### src/rtl/c3a_pkg.sv
// Shared types, widths and register codes of the 3x3 convolution block.
package c3a_pkg;

   localparam int MAX_WIDTH  = 1024;
   localparam int MAX_HEIGHT = 1024;
   localparam int COL_W      = $clog2(MAX_WIDTH);
   localparam int ROW_W      = $clog2(MAX_HEIGHT);
   localparam int DIM_W      = 11;
   localparam int CMP_W      = ((COL_W > DIM_W) ? COL_W : DIM_W) + 1;
   localparam int MIN_DIM    = 3;

   localparam int PIX_W      = 16;
   localparam int PSUM_W     = 40;
   localparam int PROD_W     = 2 * PIX_W;
   localparam int ROWSUM_W   = PROD_W + 2;
   localparam int TOT_W      = PSUM_W + 2;
   localparam int COORD_W    = 10;
   localparam int WROW_W     = 3 * PIX_W;
   localparam int TAPS       = 3;

   localparam int CSR_ADDR_W = 6;
   localparam int CSR_DATA_W = 64;
   localparam int CSR_IDX_W  = 3;

   localparam logic [CSR_IDX_W-1:0] REG_IMAGE_WIDTH   = 3'd0;
   localparam logic [CSR_IDX_W-1:0] REG_IMAGE_HEIGHT  = 3'd1;
   localparam logic [CSR_IDX_W-1:0] REG_ACCUMULATE    = 3'd2;
   localparam logic [CSR_IDX_W-1:0] REG_SEND_TO_LOCAL = 3'd3;
   localparam logic [CSR_IDX_W-1:0] REG_WEIGHTS_TOP   = 3'd4;
   localparam logic [CSR_IDX_W-1:0] REG_WEIGHTS_MID   = 3'd5;
   localparam logic [CSR_IDX_W-1:0] REG_WEIGHTS_BOT   = 3'd6;

   typedef struct packed {
      logic signed [PIX_W-1:0]  pixel_value;
      logic signed [PSUM_W-1:0] partial_sum;
   } c3a_req_type;

   typedef struct packed {
      logic signed [PSUM_W-1:0] window_sum;
      logic [COORD_W-1:0]       out_row;
      logic [COORD_W-1:0]       out_col;
      logic                     to_local_store;
      logic                     last_of_frame;
   } c3a_rsp_type;

   typedef struct packed {
      logic shift;
      logic load;
   } c3a_cell_ctl_type;

   typedef struct packed {
      logic [PIX_W-1:0]         pixel;
      logic signed [PSUM_W-1:0] psum;
      logic [COL_W-1:0]         slot;
      logic                     produce;
      logic [COORD_W-1:0]       out_row;
      logic [COORD_W-1:0]       out_col;
      logic                     last;
   } c3a_meta_type;

endpackage

### src/rtl/c3a_cell.sv
// One window tap: holds a sample, passes it to its older neighbor, registers its product.
module c3a_cell import c3a_pkg::*; (
   input  logic                     clock,
   input  c3a_cell_ctl_type         ctl,
   input  logic [PIX_W-1:0]         shift_data,
   input  logic [PIX_W-1:0]         weight,
   output logic [PIX_W-1:0]         tap_out,
   output logic signed [PROD_W-1:0] prod_out
);

   logic [PIX_W-1:0]         tap_ff;
   logic [PIX_W-1:0]         tap_in;
   logic signed [PROD_W-1:0] prod_ff;
   logic signed [PROD_W-1:0] prod_in;
   logic signed [PIX_W-1:0]  tap_s;
   logic signed [PIX_W-1:0]  weight_s;
   logic signed [PROD_W-1:0] mult;

   assign tap_s    = $signed(tap_ff);
   assign weight_s = $signed(weight);
   assign mult     = tap_s * weight_s;

   assign tap_in  = ctl.shift ? shift_data : tap_ff;
   assign prod_in = ctl.load ? mult : prod_ff;

   always_ff @(posedge clock) begin
      tap_ff  <= tap_in;
      prod_ff <= prod_in;
   end

   assign tap_out  = tap_ff;
   assign prod_out = prod_ff;

endmodule
### config.mk
export PLATFORM = sky130hd
export DESIGN_NAME = c3a_cell
export DESIGN_NICKNAME = d
export VERILOG_FILES = /design/src/rtl/c3a_pkg.sv /design/src/rtl/c3a_cell.sv
export SDC_FILE = /design/constraint.sdc
export NUM_CORES = 1
export LEC_CHECK = 0
export ABC_AREA = 0
export BUFFER_PORTS_ARGS = -buffer_cell sky130_fd_sc_hd__buf_2
export CAP_MARGIN = 30
export CORE_MARGIN = 8
export CORE_UTILIZATION = 65
export DETAILED_ROUTE_END_ITERATION = 10
export GPL_ROUTABILITY_DRIVEN = 0
export PLACE_DENSITY = 0.86
export RECOVER_POWER = 100
export SYNTH_ARGS = -nofsm -noshare
export SYNTH_HDL_FRONTEND = slang
export SYNTH_SLANG_ARGS = --single-unit
### constraint.sdc
create_clock -name clock -period 14.3 [get_ports clock]
set_input_delay 1.43 -clock clock [delete_from_list [all_inputs] [get_ports clock]]
set_output_delay 1.43 -clock clock [all_outputs]
set_load 0.05 [all_outputs]
* Word-level counts from Yosys, hierarchy flattened
Cells that the tools add are included.
Storage, ports and cells: bits in registers 48, input port bits 35, logic and storage cells 3
Operators by class: multipliers 1
Operators by type and width (number):
- $mul A16 B16 Y32 | 1

* Longest topological paths before layout
Gate-level depths: netlist (run 1).
depth in word-level cells 1, depth in mapped cells 22, mapped depth without buffers 21

* Worst setup path before layout (run 1)
Ideal clock, no wire load.
kind in2reg, from in weight[1], to reg prod_ff[30], in the netlist prod_out[30] (data pin), library setup time 0.259 ns, arrival 6.922 ns, required time 14.041 ns, path slack 7.119 ns, cell stages on the path 20, path buffers 1, cells stage by stage clkbuf_1 nand2_1 inv_1 fa_1 fa_1 fa_1 fa_1 fa_1 inv_1 fa_1 inv_1 ha_1 and3_1 nand2_1 o211a_1 o211ai_1 a31oi_2 o31ai_1 nor4b_1 a211o_1
Between the ends: longest elaborated chain between the ends 1
Ends and longest elaborated chain:
- start, declared | RTL line c3a_cell.sv:6 | input logic [PIX_W-1:0] weight,
- $mul A16 B16 Y32 | RTL line c3a_cell.sv:21 | assign mult = tap_s * weight_s;
- named net mult[30] | RTL line c3a_cell.sv:17 | logic signed [PROD_W-1:0] mult;
- end signal, assigned | RTL line c3a_cell.sv:28 | prod_ff <= prod_in;
- end, declared | RTL line c3a_cell.sv:13 | logic signed [PROD_W-1:0] prod_ff;
The timed path passes the listed nets, and every way through them passes these cells. A chain may end at the register's enable or synchronous reset.

* Worst setup path in the final report (run 1)
from in weight[1], to reg prod_ff[31], in the netlist prod_out[31] (data pin)
The elaborated chain is that of the path after synthesis.

==> flow_summary.ini, run 1 <==
[global_route]
grt_pass1_wl_um = 43500
initial_antenna_violation_count = 0
grt_max_degree = 33
grt-ovfl-total = 0
grt_pass1_vias = 9030
track_usage_pct = 25.34

[outcome]
status = complete, but fails checks
violations = max-capacitance violations, max-slew violations

[sta]
worst_slew_margin_rel_pct = -18.33
timing_hold_violations_final = 0
holdWs_ps = 1077
timing_max_transition_violations_final = 33
final_period_minus_worst_setup_slack_ps = 7934
fin_skew_ps = 10.09
fin_setup_tns_ps = 0
min_period_over_period_pct = 55.48
setup_violations = 0
max_clock_freq_mhz = 126.0
grt_setup_unrepaired = false
worst-slew-pin-transition_ps = 1775

[yosys]
yosys_most_used_dff = sky130_fd_sc_hd__edfxtp_1
synth.top_cells.by_count = sky130_fd_sc_hd__inv_1, sky130_fd_sc_hd__fa_1, sky130_fd_sc_hd__nand2_1
synth_cells = 1125
number_of_enable_type_register_cells_in_the_synthesized_netlist = 48
register_bit_count_reported_by_yosys = 48
post-synth-top-area-fraction_pct = 46.61
syn-mean-instance-area_um2 = 10.00
synthArstFlopShare_pct = 0
synthMostInstantiatedCell = sky130_fd_sc_hd__inv_1
area_of_the_mapped_netlist_um2 = 11250
ys.warnings.count = 0
post-synth-top-area-cell = sky130_fd_sc_hd__fa_1
synth.net_count = 1504
synth_cell_type_count = 43
netlist_top_cells_area = sky130_fd_sc_hd__fa_1, sky130_fd_sc_hd__edfxtp_1, sky130_fd_sc_hd__inv_1
synth.yosys.seq_area_share_pct = 12.81

[clock_tree]
worst_skew_pair.late_latency_ps = 290
setup_fix_buffers_added_after_clock_tree_synthesis = 0
post_cts_hold_buffer_count = 0
tritoncts_num_sinks = 48
path_clk_slew_ps = 60
tritoncts.num_buffers = 5
cts_resized = 0
ctsRootBufferMaster = sky130_fd_sc_hd__clkbuf_16
clock_path_buffers = 2
tritoncts_clock_tree = built
cts_htree_levels = 2

[critical_path]
worst_setup_path_end_kind = flip-flop
cp_data_required_time_ps = 14340
worstSetupStartpointType = primary input
crit_arrival_ps = 7970
critical_path.reg2reg.endpoint = prod_out[31]$_DFFE_PP_
worst-r2r-cell-count = 17
critical_path.startpoint = weight[1]
r2r_start = tap_out[10]$_DFFE_PP_
crit_path_max_fanout = 16
worstSetupEndpoint = prod_out[31]$_DFFE_PP_
critPathKind = primary input to flip-flop
r2r_setup_slack_ps = 7110

[route]
drc = 0
drt_wl_total_um = 26260
routed_via_density = 5.691
vias = 8018
first_pass_iters = 5
detailedRoute.firstIterationViolations = 466
detail-route-antenna-nets = 0
routed_wire_length_per_instance_um = 18.63

[place]
detailed_place_hpwl_um = 21470
total_of_buffers_placed_on_input_and_output_ports = 82
numPlacedInstances = 1400
post_dp_cell_area_um2 = 11830

[floorplanning]
chipHeight_um = 147.6
design.portCount = 83
floorplan.initialDensity_pct = 65.75
die_area_um2 = 21780
std_cell_rows = 48
die_w_um = 147.6
fp.coreArea_um2 = 17120

[layout]
filler_cell_count = 1219
fin_nets = 1561
post-route-cell-area_um2 = 11890
layout.cells.non_filler = 1409
fraction_of_final_layout_cells_with_drive_strength_greater_than_1_pct = 3.550
synthToLayoutAreaGrowth_pct = 5.648

[run]
timing.max_cap.violations = 1

[min_path]
worstHoldPathType = flip-flop to flip-flop
per-layer routing:
layer  vias to the layer above  global-route usage (%)  part of all wire [%]
li1                       3424                       -                     -
met1                      4133                   27.15                    34
met2                       346                   46.49                    54
met3                       115                   4.005                   6.1
met4                         0                   14.84                   6.0
met5                         -                       0                     0
layout by cell type, fill, tap and decap left out, types with 3 or more instances in the layout:
cell                          n
sky130_fd_sc_hd__ha_1        82
sky130_fd_sc_hd__edfxtp_1    48
sky130_fd_sc_hd__a211o_1      3
sky130_fd_sc_hd__and2_0       5
sky130_fd_sc_hd__o21ai_0     16
sky130_fd_sc_hd__and3_1       3
sky130_fd_sc_hd__a21oi_1     26
sky130_fd_sc_hd__xnor2_1     28
sky130_fd_sc_hd__fa_1       262
sky130_fd_sc_hd__nand2_1    131
sky130_fd_sc_hd__buf_2       30
sky130_fd_sc_hd__clkbuf_1    52
sky130_fd_sc_hd__nor2_1      25
sky130_fd_sc_hd__o21bai_1     5
sky130_fd_sc_hd__a21o_1      10
sky130_fd_sc_hd__clkbuf_16    5
sky130_fd_sc_hd__and2_1     117
sky130_fd_sc_hd__o21a_1       3
sky130_fd_sc_hd__inv_1      290
sky130_fd_sc_hd__xor2_1       6
sky130_fd_sc_hd__nand2b_1     4
sky130_fd_sc_hd__nand3_1      4
registers in the layout (all words and copies together) (netlist names):
| signal | cells |
|---|---|
| prod_out | 32 |
| tap_out | 16 |
cell type report:
type                       instances  area (um^2)  share of cell area (%)
antenna                            1        2.502                 0.02105
clock buffer                       5        125.1                   1.052
clock inverter                     3        42.54                  0.3578
inverter                         290         1089                   9.156
multi-input combinational        755         8562                   72.02
sequential                        48         1441                   12.12
tap                              225        281.5                   2.368
timing repair buffer              82        345.3                   2.905
logic make-up (layout without fill, tap and decap cells):
group                    after synthesis  in the layout  share of synthesized area, %
AO/OA/AOI/OAI                         79             79                         4.937
XOR/XNOR                              34             34                         2.646
buffers and inverters                322            380                         10.74
flip-flops                            48             48                         12.81
AND/OR/NAND/NOR                      298            298                         13.14
other                                  0              1                             0
adder cells (fa/ha/maj)              344            344                         55.73
critical path, stage by stage:
cell and delay [ps]:
sky130_fd_sc_hd__clkbuf_1 460, sky130_fd_sc_hd__nand2_1 170, sky130_fd_sc_hd__fa_1 550, sky130_fd_sc_hd__fa_1 580, sky130_fd_sc_hd__fa_1 450, sky130_fd_sc_hd__fa_1 570, sky130_fd_sc_hd__inv_1 60, sky130_fd_sc_hd__fa_1 500
sky130_fd_sc_hd__fa_1 450, sky130_fd_sc_hd__ha_1 370, sky130_fd_sc_hd__and4_1 290, sky130_fd_sc_hd__a31oi_4 180, sky130_fd_sc_hd__nand3_1 160, sky130_fd_sc_hd__a2111oi_0 820, sky130_fd_sc_hd__nor2b_2 120, sky130_fd_sc_hd__a41oi_1 450
sky130_fd_sc_hd__o21ai_0 190, sky130_fd_sc_hd__xnor2_1 160
worst min path at each step:
| stage | cells past startpoint | to | start |
|---|---|---|---|
| final | 1 | prod_out[0]$_DFFE_PP_ | tap_out[0]$_DFFE_PP_ |
| after global routing | 1 | prod_out[0]$_DFFE_PP_ | tap_out[0]$_DFFE_PP_ |
| after CTS | 1 | prod_out[0]$_DFFE_PP_ | tap_out[0]$_DFFE_PP_ |
| after detailed placement | 1 | prod_out[0]$_DFFE_PP_ | tap_out[0]$_DFFE_PP_ |
| after global placement | 1 | prod_out[0]$_DFFE_PP_ | tap_out[0]$_DFFE_PP_ |
| after floorplan | 1 | prod_out[0]$_DFFE_PP_ | tap_out[0]$_DFFE_PP_ |
metrics by stage:
step                      setup slack, ps  utilization [%]
after floorplan                      7119                -
after global placement               6862            69.09
after detailed placement             6608            69.09
after CTS                            6884            70.07
after global routing                 6080            69.44
final                                6366            69.46
Power of run 1 is not shown: default switching activity piles up to over one toggle a cycle in this logic, so the estimate is an artifact.
==> run 2, diff against run 1 <==
--- a/config.mk
+++ b/config.mk
@@ -9,10 +9,10 @@
 export BUFFER_PORTS_ARGS = -buffer_cell sky130_fd_sc_hd__buf_2
 export CAP_MARGIN = 30
 export CORE_MARGIN = 8
-export CORE_UTILIZATION = 65
+export CORE_UTILIZATION = 64
 export DETAILED_ROUTE_END_ITERATION = 10
 export GPL_ROUTABILITY_DRIVEN = 0
-export PLACE_DENSITY = 0.86
+export PLACE_DENSITY = 0.85
 export RECOVER_POWER = 100
 export SYNTH_ARGS = -nofsm -noshare
 export SYNTH_HDL_FRONTEND = slang
==> constraint.sdc (replaced) <==
create_clock -name clock -period 7.35 [get_ports clock]
set_input_delay 0.735 -clock clock [delete_from_list [all_inputs] [get_ports clock]]
set_output_delay 0.735 -clock clock [all_outputs]
set_load 0.05 [all_outputs]
==> run 2 against run 1 <==
Effect of this change:
- the flow still finishes with violations (max-capacitance violations, max-slew violations)
- first-iteration DRC count up 0.86%
- setup slack worse by 5900 ps
- routed wire length decreased by 0.10%
- flip-flop and latch count stayed put
- non-clock buffer count up 4
- via count fell by 1.5%
- register-to-register slack got worse by 6600 ps
- core utilization is 0.22 points lower
==> flow_summary.ini, run 2 (synthesized netlist as in run 1, its figures left out) <==
[outcome]
status = complete, but fails checks
violations = max-capacitance violations, max-slew violations

[min_path]
worstHoldPathType = primary input to flip-flop

[sta]
grt_setup_unrepaired = false
max_clock_freq_mhz = 145.2
min_period_over_period_pct = 93.72
fin_setup_tns_ps = 0
worst_slack_ps = 461.3
timing_hold_violations_final = 0
worst_slew_margin_rel_pct = -16.02
holdWs_ps = 609.1
timing_max_transition_violations_final = 33
setup_violations = 0
worst-slew-pin-transition_ps = 1740
final_period_minus_worst_setup_slack_ps = 6889
fin_skew_ps = 5.521

[critical_path]
r2r_start = tap_out[8]$_DFFE_PP_
worst-r2r-cell-count = 17
r2r_setup_slack_ps = 460
cp_data_required_time_ps = 7400
worstSetupEndpoint = prod_out[31]$_DFFE_PP_
crit_path_max_fanout = 17
crit_arrival_ps = 6930
worstSetupStartpointType = flip-flop
critical_path.reg2reg.endpoint = prod_out[31]$_DFFE_PP_
worst_setup_path_end_kind = flip-flop
critPathKind = flip-flop to flip-flop
critical_path.startpoint = tap_out[8]$_DFFE_PP_

[layout]
synthToLayoutAreaGrowth_pct = 6.048
num_antenna_cells = 0
fin_nets = 1565
final_core_utilization_pct = 69.24
filler_cell_count = 1263
mostFrequentLayoutCells = sky130_fd_sc_hd__inv_1, sky130_fd_sc_hd__fa_1, sky130_fd_sc_hd__nand2_1
mostFrequentLayoutCell = sky130_fd_sc_hd__inv_1
largest_reg_flops = 32
fraction_of_final_layout_cells_with_drive_strength_greater_than_1_pct = 3.875

[floorplanning]
fp.coreArea_um2 = 17240
die_area_um2 = 22080
design.portCount = 83
std_cell_rows = 48
die_w_um = 148.6
chipHeight_um = 148.6
floorplan.initialDensity_pct = 65.29

[route]
vias = 7897
route.met3.wl_um = 1796
routed_via_density = 5.593
detail-route-antenna-nets = 0
first_pass_iters = 5
highest_layer = met4
detail_route.wirelength.met1_um = 8832
routed_wire_length_per_instance_um = 18.58
met2_length_um = 14080
drt_wl_total_um = 26230
drc = 0
detailedRoute.firstIterationViolations = 470

[place]
detailed_place_hpwl_um = 22030
total_of_buffers_placed_on_input_and_output_ports = 82
detailedPlace.worstSlack_ps = 361.1

[run]
timing.max_cap.violations = 1

[global_route]
track_usage_pct = 25.18
initial_antenna_violation_count = 0
grt_pass1_vias = 9041
grt-ovfl-total = 0
grt_pass1_wl_um = 43340
grt_max_degree = 33

[clock_tree]
cts_resized = 0
cts_htree_levels = 2
tritoncts.num_buffers = 5
post_cts_hold_buffer_count = 0
clock_path_buffers = 2
tritoncts_num_sinks = 48
worst_skew_pair.late_latency_ps = 300
path_clk_slew_ps = 70
tritoncts_clock_tree = built
setup_fix_buffers_added_after_clock_tree_synthesis = 0
ctsRootBufferMaster = sky130_fd_sc_hd__clkbuf_16
[run 2: per-stage QoR]
stage | instances | area (um^2)
6_report | 1412 | 11930
4_1_cts | 1412 | 12020
3_3_place_gp | 1404 | 11860
2_1_floorplan | 1125 | 11250
3_5_place_dp | 1404 | 11860
5_1_grt | 1412 | 11930
[run 2: cell type report]
cell class                      count  area (um^2)  area share, %
Inverter                          290         1089          9.121
Tap cell                          225        281.5          2.359
Multi-Input combinational cell    755         8578          71.88
Clock inverter                      3        42.54         0.3565
Clock buffer                        5        125.1          1.048
Sequential cell                    48         1441          12.08
Timing Repair Buffer               86        376.6          3.156
[run 2: worst min path at each step]
stage / start / endpoint / slack, ps / cells past startpoint
after floorplan: shift_data[0] / tap_out[0]$_DFFE_PP_ / 830 / 0
after global placement: tap_out[0]$_DFFE_PP_ / prod_out[0]$_DFFE_PP_ / 620 / 1
after detailed placement: tap_out[0]$_DFFE_PP_ / prod_out[0]$_DFFE_PP_ / 640 / 1
after CTS: shift_data[0] / tap_out[0]$_DFFE_PP_ / 600 / 1
after global routing: shift_data[9] / tap_out[9]$_DFFE_PP_ / 610 / 1
final: shift_data[0] / tap_out[0]$_DFFE_PP_ / 610 / 1
[run 2: critical path: stages (launching register included)]
cell and delay, ps:
sky130_fd_sc_hd__edfxtp_1 920, sky130_fd_sc_hd__nand2_1 190, sky130_fd_sc_hd__fa_1 560, sky130_fd_sc_hd__fa_1 460
sky130_fd_sc_hd__fa_1 520, sky130_fd_sc_hd__fa_1 550, sky130_fd_sc_hd__inv_1 50, sky130_fd_sc_hd__fa_1 530
sky130_fd_sc_hd__fa_1 460, sky130_fd_sc_hd__ha_1 360, sky130_fd_sc_hd__and4_1 280, sky130_fd_sc_hd__a31oi_4 190
sky130_fd_sc_hd__nand3_1 200, sky130_fd_sc_hd__a2111oi_4 460, sky130_fd_sc_hd__nor2b_1 120, sky130_fd_sc_hd__a41oi_1 450
sky130_fd_sc_hd__o21ai_0 200, sky130_fd_sc_hd__xnor2_1 150
[run 2: metal layers]
layer | global-route usage [%] | up-vias
met4 | 13.72 | 0
met3 | 4.254 | 105
met2 | 45.64 | 336
met1 | 27.58 | 4020
li1 | - | 3436
met5 | 0 | -
Power of run 2 is left out for the same reason.
